`src/rtl/ssti_pkg.sv`:
```
package ssti_pkg;

   typedef enum logic [1:0] {
      OP_P2N = 2'd0,
      OP_N2P = 2'd1,
      OP_NBP = 2'd2,
      OP_NBN = 2'd3
   } op_type;

   typedef enum logic [2:0] {
      ST_IDLE,
      ST_SQRT,
      ST_CONV,
      ST_TILE,
      ST_MUL,
      ST_OUT
   } state_type;

   // controller to datapath
   typedef struct packed {
      logic load;
      logic sqrt_step;
      logic conv;
      logic tile_first;
      logic tile_next;
      logic mul;
   } cmd_type;

   // datapath to controller
   typedef struct packed {
      logic sqrt_done;
      logic tile_last;
   } sts_type;

   // one bit pair per step, from 2^30 down to 2^0
   localparam int SQRT_STEPS = 16;

endpackage

```
`src/rtl/ssti_ctrl.sv`:
```
module ssti_ctrl (
   input  logic               clock,
   input  logic               reset,
   input  logic               req_valid,
   output logic               req_ready,
   input  logic [1:0]         req_operation,
   output logic               rsp_valid,
   input  logic               rsp_ready,
   output ssti_pkg::cmd_type  cmd,
   input  ssti_pkg::sts_type  sts
);

   ssti_pkg::state_type state_ff, state_in;
   logic [1:0] op_ff;
   logic       tile_flag;

   // next state
   always_comb begin
      state_in = state_ff;
      case (state_ff)
         ssti_pkg::ST_IDLE:
            if (req_valid) begin
               if (req_operation inside {ssti_pkg::OP_P2N, ssti_pkg::OP_NBP})
                  state_in = ssti_pkg::ST_TILE;
               else
                  state_in = ssti_pkg::ST_SQRT;
            end
         ssti_pkg::ST_SQRT:
            if (sts.sqrt_done) state_in = ssti_pkg::ST_CONV;
         ssti_pkg::ST_CONV:
            state_in = (op_ff == ssti_pkg::OP_N2P) ? ssti_pkg::ST_OUT : ssti_pkg::ST_TILE;
         ssti_pkg::ST_TILE: state_in = ssti_pkg::ST_MUL;
         ssti_pkg::ST_MUL:  state_in = ssti_pkg::ST_OUT;
         ssti_pkg::ST_OUT:
            if (rsp_ready) state_in = tile_flag ? ssti_pkg::ST_IDLE : ssti_pkg::ST_TILE;
         default: state_in = ssti_pkg::ST_IDLE;
      endcase
   end

   // outputs
   always_comb begin
      cmd = '0;
      req_ready = 1'b0;
      rsp_valid = 1'b0;
      case (state_ff)
         ssti_pkg::ST_IDLE: begin
            req_ready = 1'b1;
            cmd.load  = req_valid;
         end
         ssti_pkg::ST_SQRT: cmd.sqrt_step = 1'b1;
         ssti_pkg::ST_CONV: cmd.conv = 1'b1;
         ssti_pkg::ST_TILE: begin
            cmd.tile_first = !tile_flag;
            cmd.tile_next  = tile_flag;
         end
         ssti_pkg::ST_MUL: cmd.mul = 1'b1;
         ssti_pkg::ST_OUT: rsp_valid = 1'b1;
         default: ;
      endcase
   end

   // tile_flag: in TILE, first tile already stepped; in OUT, final beat of the run
   logic first_done_ff, fin_ff;
   always_ff @(posedge clock) begin
      if (reset) begin
         state_ff <= ssti_pkg::ST_IDLE;
         op_ff <= ssti_pkg::OP_P2N;
         first_done_ff <= 1'b0;
         fin_ff <= 1'b0;
      end else begin
         state_ff <= state_in;
         if (cmd.load) begin
            op_ff <= req_operation;
            first_done_ff <= 1'b0;
            fin_ff <= 1'b0;
         end
         if (cmd.tile_first || cmd.tile_next) first_done_ff <= 1'b1;
         if (cmd.mul) fin_ff <= sts.tile_last;
         if (state_ff == ssti_pkg::ST_CONV && op_ff == ssti_pkg::OP_N2P) fin_ff <= 1'b1;
      end
   end
   assign tile_flag = (state_ff == ssti_pkg::ST_OUT) ? fin_ff : first_done_ff;

   a_no_both: assert property (@(posedge clock) disable iff (reset)
      !(req_ready && rsp_valid)) else $error("ready while result shown");
   a_load_idle: assert property (@(posedge clock) disable iff (reset)
      cmd.load |=> state_ff != ssti_pkg::ST_IDLE) else $error("load without leaving idle");
   a_out_hold: assert property (@(posedge clock) disable iff (reset)
      rsp_valid && !rsp_ready |=> rsp_valid) else $error("result dropped");

endmodule

```
`config.mk`:
```
export PLATFORM = sky130hd
export DESIGN_NAME = ssti_ctrl
export DESIGN_NICKNAME = d
export VERILOG_FILES = /design/src/rtl/ssti_pkg.sv /design/src/rtl/ssti_ctrl.sv
export SDC_FILE = /design/constraint.sdc
export NUM_CORES = 1
export LEC_CHECK = 0
export BUFFER_PORTS_ARGS = -buffer_cell sky130_fd_sc_hd__buf_4
export CAP_MARGIN = 20
export CORE_AREA = 3 3 40 42
export CTS_CLUSTER_DIAMETER = 60
export DETAILED_ROUTE_END_ITERATION = 6
export DIE_AREA = 0 0 43 45
export PLACE_DENSITY = 0.67
export SYNTH_ARGS = -nofsm -noshare
export SYNTH_HDL_FRONTEND = slang
export SYNTH_SLANG_ARGS = --single-unit
```
`constraint.sdc`:
```
create_clock -name clock -period 2.7 [get_ports clock]
set_input_delay 0.27 -clock clock [delete_from_list [all_inputs] [get_ports clock]]
set_output_delay 0.27 -clock clock [all_outputs]
set_load 0.05 [all_outputs]
```
Word level (Yosys, flattened, before mapping)
Cells that the tools add are included.

operators by class
  add/subtract/negate cells = 0
  multiply operators = 0
  div/mod/pow operators = 0
  magnitude comparators = 0
  equal/unequal tests = 10
  shift-type cells = 0
  mux-type cells = 19
  bitwise logic cells = 0
  reduce and logical (&&, ||, !) cells = 9

operators with widths
  cell                  count
  $pmux W3 S6           1
  $mux W3               4
  $mux W1               11
  $eq A3 B2 Y1 const B  2
  $eq A3 B3 Y1 const B  2
  $mux W2               3
  $ne A2 B2 Y1 const B  3
  $reduce_bool A2 Y1    2
  $eq A3 B1 Y1 const B  1
  $logic_not A3 Y1      1
  $reduce_and A3 Y1     1
  $reduce_bool A3 Y1    1
  $eq A2 B1 Y1 const B  1
  $eq A2 B2 Y1 const B  1
  $logic_not A2 Y1      1
  $logic_and A1 B1 Y1   1
  $logic_not A1 Y1      1
  $logic_or A1 B1 Y1    1

word-level totals
  bits in registers = 7
  bits in latches = 0
  RAM bits = 0
  bits in read-only memories = 0
  logic and storage cells = 42
  memories = 0

Logic depth before layout (Yosys ltp)
  depth in word-level cells = 6
  gate-level depth with buffers = 4
  gate-level depth less buffers = 3

Least setup slack after synthesis
OpenSTA, ideal clock, no wires.

  path kind = register -> register
  start point = register state_ff[1]
  end point = register fin_ff
  arrival time = 1923 ps
  required time = 2572 ps
  path slack = 649 ps
  stages on the path, launching flop included = 5
  buffers on the path = 1
  period minus slack after synthesis = 2051 ps
  cells stage by stage = dfxtp_1 -> buf_6 -> nor3b_1 -> or4b_1 -> o31ai_1

RTL lines
  item                    line             source
  from (decl)             ssti_ctrl.sv:13  ssti_pkg::state_type state_ff, state_in;
  from (signal assigned)  ssti_ctrl.sv:66  state_ff <= ssti_pkg::ST_IDLE;
  from (signal assigned)  ssti_ctrl.sv:71  state_ff <= state_in;
  to (signal assigned)    ssti_ctrl.sv:78  if (cmd.mul) fin_ff <= sts.tile_last;
  to (decl)               ssti_ctrl.sv:63  logic first_done_ff, fin_ff;

==> flow_summary_export.csv <==
group,metric,value,unit
power_and_ir_drop,ir_drop,0.000376,V
synth,ys_warn_count,0,
power_and_ir_drop,p_leak,0.000253,uW
timing,rsz0062_at_grt,"no",
worst_setup_path,startpoint_type,"flip-flop",
die,row_count,13,
synth,syn_area,453,sq um
timing,final.setup_skew,3.98,ps
clocking,clock-root-buffer,"clkbuf_4",
worst_setup_path,cp_max_fo,15,
timing,setup_tns,0,ps
clocking,insertion_delay,250,ps
synth,ys_seq_area_share,30.9,%
drt,drcViolationCount,0,
drt,num_vias,423,
status,status,"finished clean",
timing,post-route-period-util,67.2,%
grt,grt_max_degree,16,
run,maxCapViolCount,0,
clocking,cts-buffers-inserted,3,
layout,syn_to_final_growth,29.6,%
drt,drtAntennaViolNets,0,
die,io_pins,16,
layout,layout-drive-gt1-share,31.9,%
clocking,clkSinkCount,7,
timing,hold_viol,0,
clocking,cts_tree,"built",
layout,layout_common_cells,"buf_4, nor2b_1, dfxtp_1, nor2_1, nand2_1",
die,die_w,43,um
grt,grt_use_total,10.3,%
timing,setup_viol,0,
synth,synth_nets,62,
worst_hold_path,hp-class,"in2reg",
worst_setup_path,critPathArrivalTime,1540,ps
placed_design,hpwl,734,um
die,die_h,45,um
clocking,cts.path.max_buffers,2,
die,die-area,1940,sq um
placed_design,routabilityCongestion,0.690,
drt,vias_per_cell,5.04,
synth,synth-edff-count,0,
layout,nets,78,
placed_design,dpl_cell_area,559,sq um
clocking,hold_buffers,0,
die,coreArea,1280,sq um
grt,grt_pass1_vias,383,
drt,dr.pass1.iters,2,
synth,synth_cells,54,
timing,fmax,0.551,GHz
synth,synth_flop_cell,"dfxtp_1",
worst_setup_path,reg2reg_slack,1240,ps
timing,worstMarginPinSlew,485,ps
clocking,htreeDepth,1,
die,initial_core_util,35.2,%
drt,first_iter_violations,6,
worst_setup_path,worstPathRequired,2430,ps
drt,routed_wl,919,um
layout,stdcell_area,587,sq um
power_and_ir_drop,finalPower,467,uW
synth,async_reset_ff_share,0,%
synth,ys_ff_latch,7,
timing,slew_headroom,67.6,%
grt,grt_pass1_wl,1520,um
worst_setup_path,end_kind,"output port",
timing,fin_crit,1810,ps
layout,antenna_cells,0,
power_and_ir_drop,power_density,795,nW/um^2
grt,antenna_found_initial,0,
drt,drt-wirelength-per-cell,10.9,um
clocking,cts.clk_slew.worst_paths,50,ps
clocking,post_cts_buffers,0,
synth,synth_cell_types,28,
clocking,ctsResizeCount,0,
worst_setup_path,crit_type,"reg2out",
layout,final_common_cell,"buf_4",
grt,grt_remaining_overflow,0,
timing,report.final.slew_viol_count,0,
placed_design,portBuffers,15,
synth,postSynthAreaPerCell,8.39,sq um
-- cells by family after synthesis --
logic type / Yosys count / share of synthesized area (%)
buffers and inverters: 5 / 6.35
flip-flops: 7 / 30.9
multiplexers: 2 / 4.42
AND/OR/NAND/NOR: 28 / 38.1
AO/OA/AOI/OAI: 12 / 20.2
-- worst paths after layout --
| path | startpoint | to | cells after the start |
|---|---|---|---|
| min reg2reg | op_ff[0] | op_ff[0] | 2 |
| max | state_ff[0] | cmd[5] | 2 |
| max reg2reg | state_ff[0] | fin_ff | 3 |
| min | reset | state_ff[2] | 2 |
-- synthesized netlist by cell type (2+ instances only) --
library cell | count | share of area, %
a21oi_1 | 2 | 2.2
buf_2 | 2 | 2.2
dfxtp_1 | 7 | 31
mux2i_1 | 2 | 4.4
nand2_1 | 4 | 3.3
nor2_1 | 6 | 5.0
nor2b_1 | 8 | 11
nor3_1 | 2 | 2.2
o21ai_0 | 2 | 2.2
-- sequential cells by signal, summed over array words and instances, names as in the netlist --
signal,cells
op_ff,2
first_done_ff,1
state_ff,3
fin_ff,1
-- where the power goes --
group / switching [uW] / internal, uW / leakage [uW]
combinational: 135 / 83.1 / 0.000178
clock: 37.6 / 54.0 / 0.0000177
sequential: 37.6 / 119 / 0.0000573
-- through the flow --
stage / setup slack [ps] / hold WS (ps) / util (%) / cells
after floorplan: 649 / 417 / - / 54
after global placement: 1130 / 473 / 43.5 / 80
after detailed placement: 1140 / 479 / 43.5 / 80
after CTS: 864 / 253 / 45.7 / 84
after global routing: 718 / 265 / 45.7 / 84
final: 886 / 260 / 45.7 / 84
-- worst max-delay path, stage by stage, from the launching register on --
cell and delay [ps]:
dfxtp_1 450, nor4b_2 550, buf_4 290
-- area by class of cell --
class,count,area [sq um]
clock inverters,1,5.00
multi-input cells,42,284
repair buffers,15,113
clock buffers,3,22.5
flip-flops and latches,7,140
fillers,128,698
well taps,15,18.8
inverters,1,3.75
-- routing by layer --
layer	track usage, %	vias up	share of wire [%]
li1	-	221	-
met1	11.6	192	43
met2	17.7	10	49
met3	6.37	0	8.1
met4	0	0	0
met5	0	-	0
Note: power is estimated with default switching activity, not from simulation.
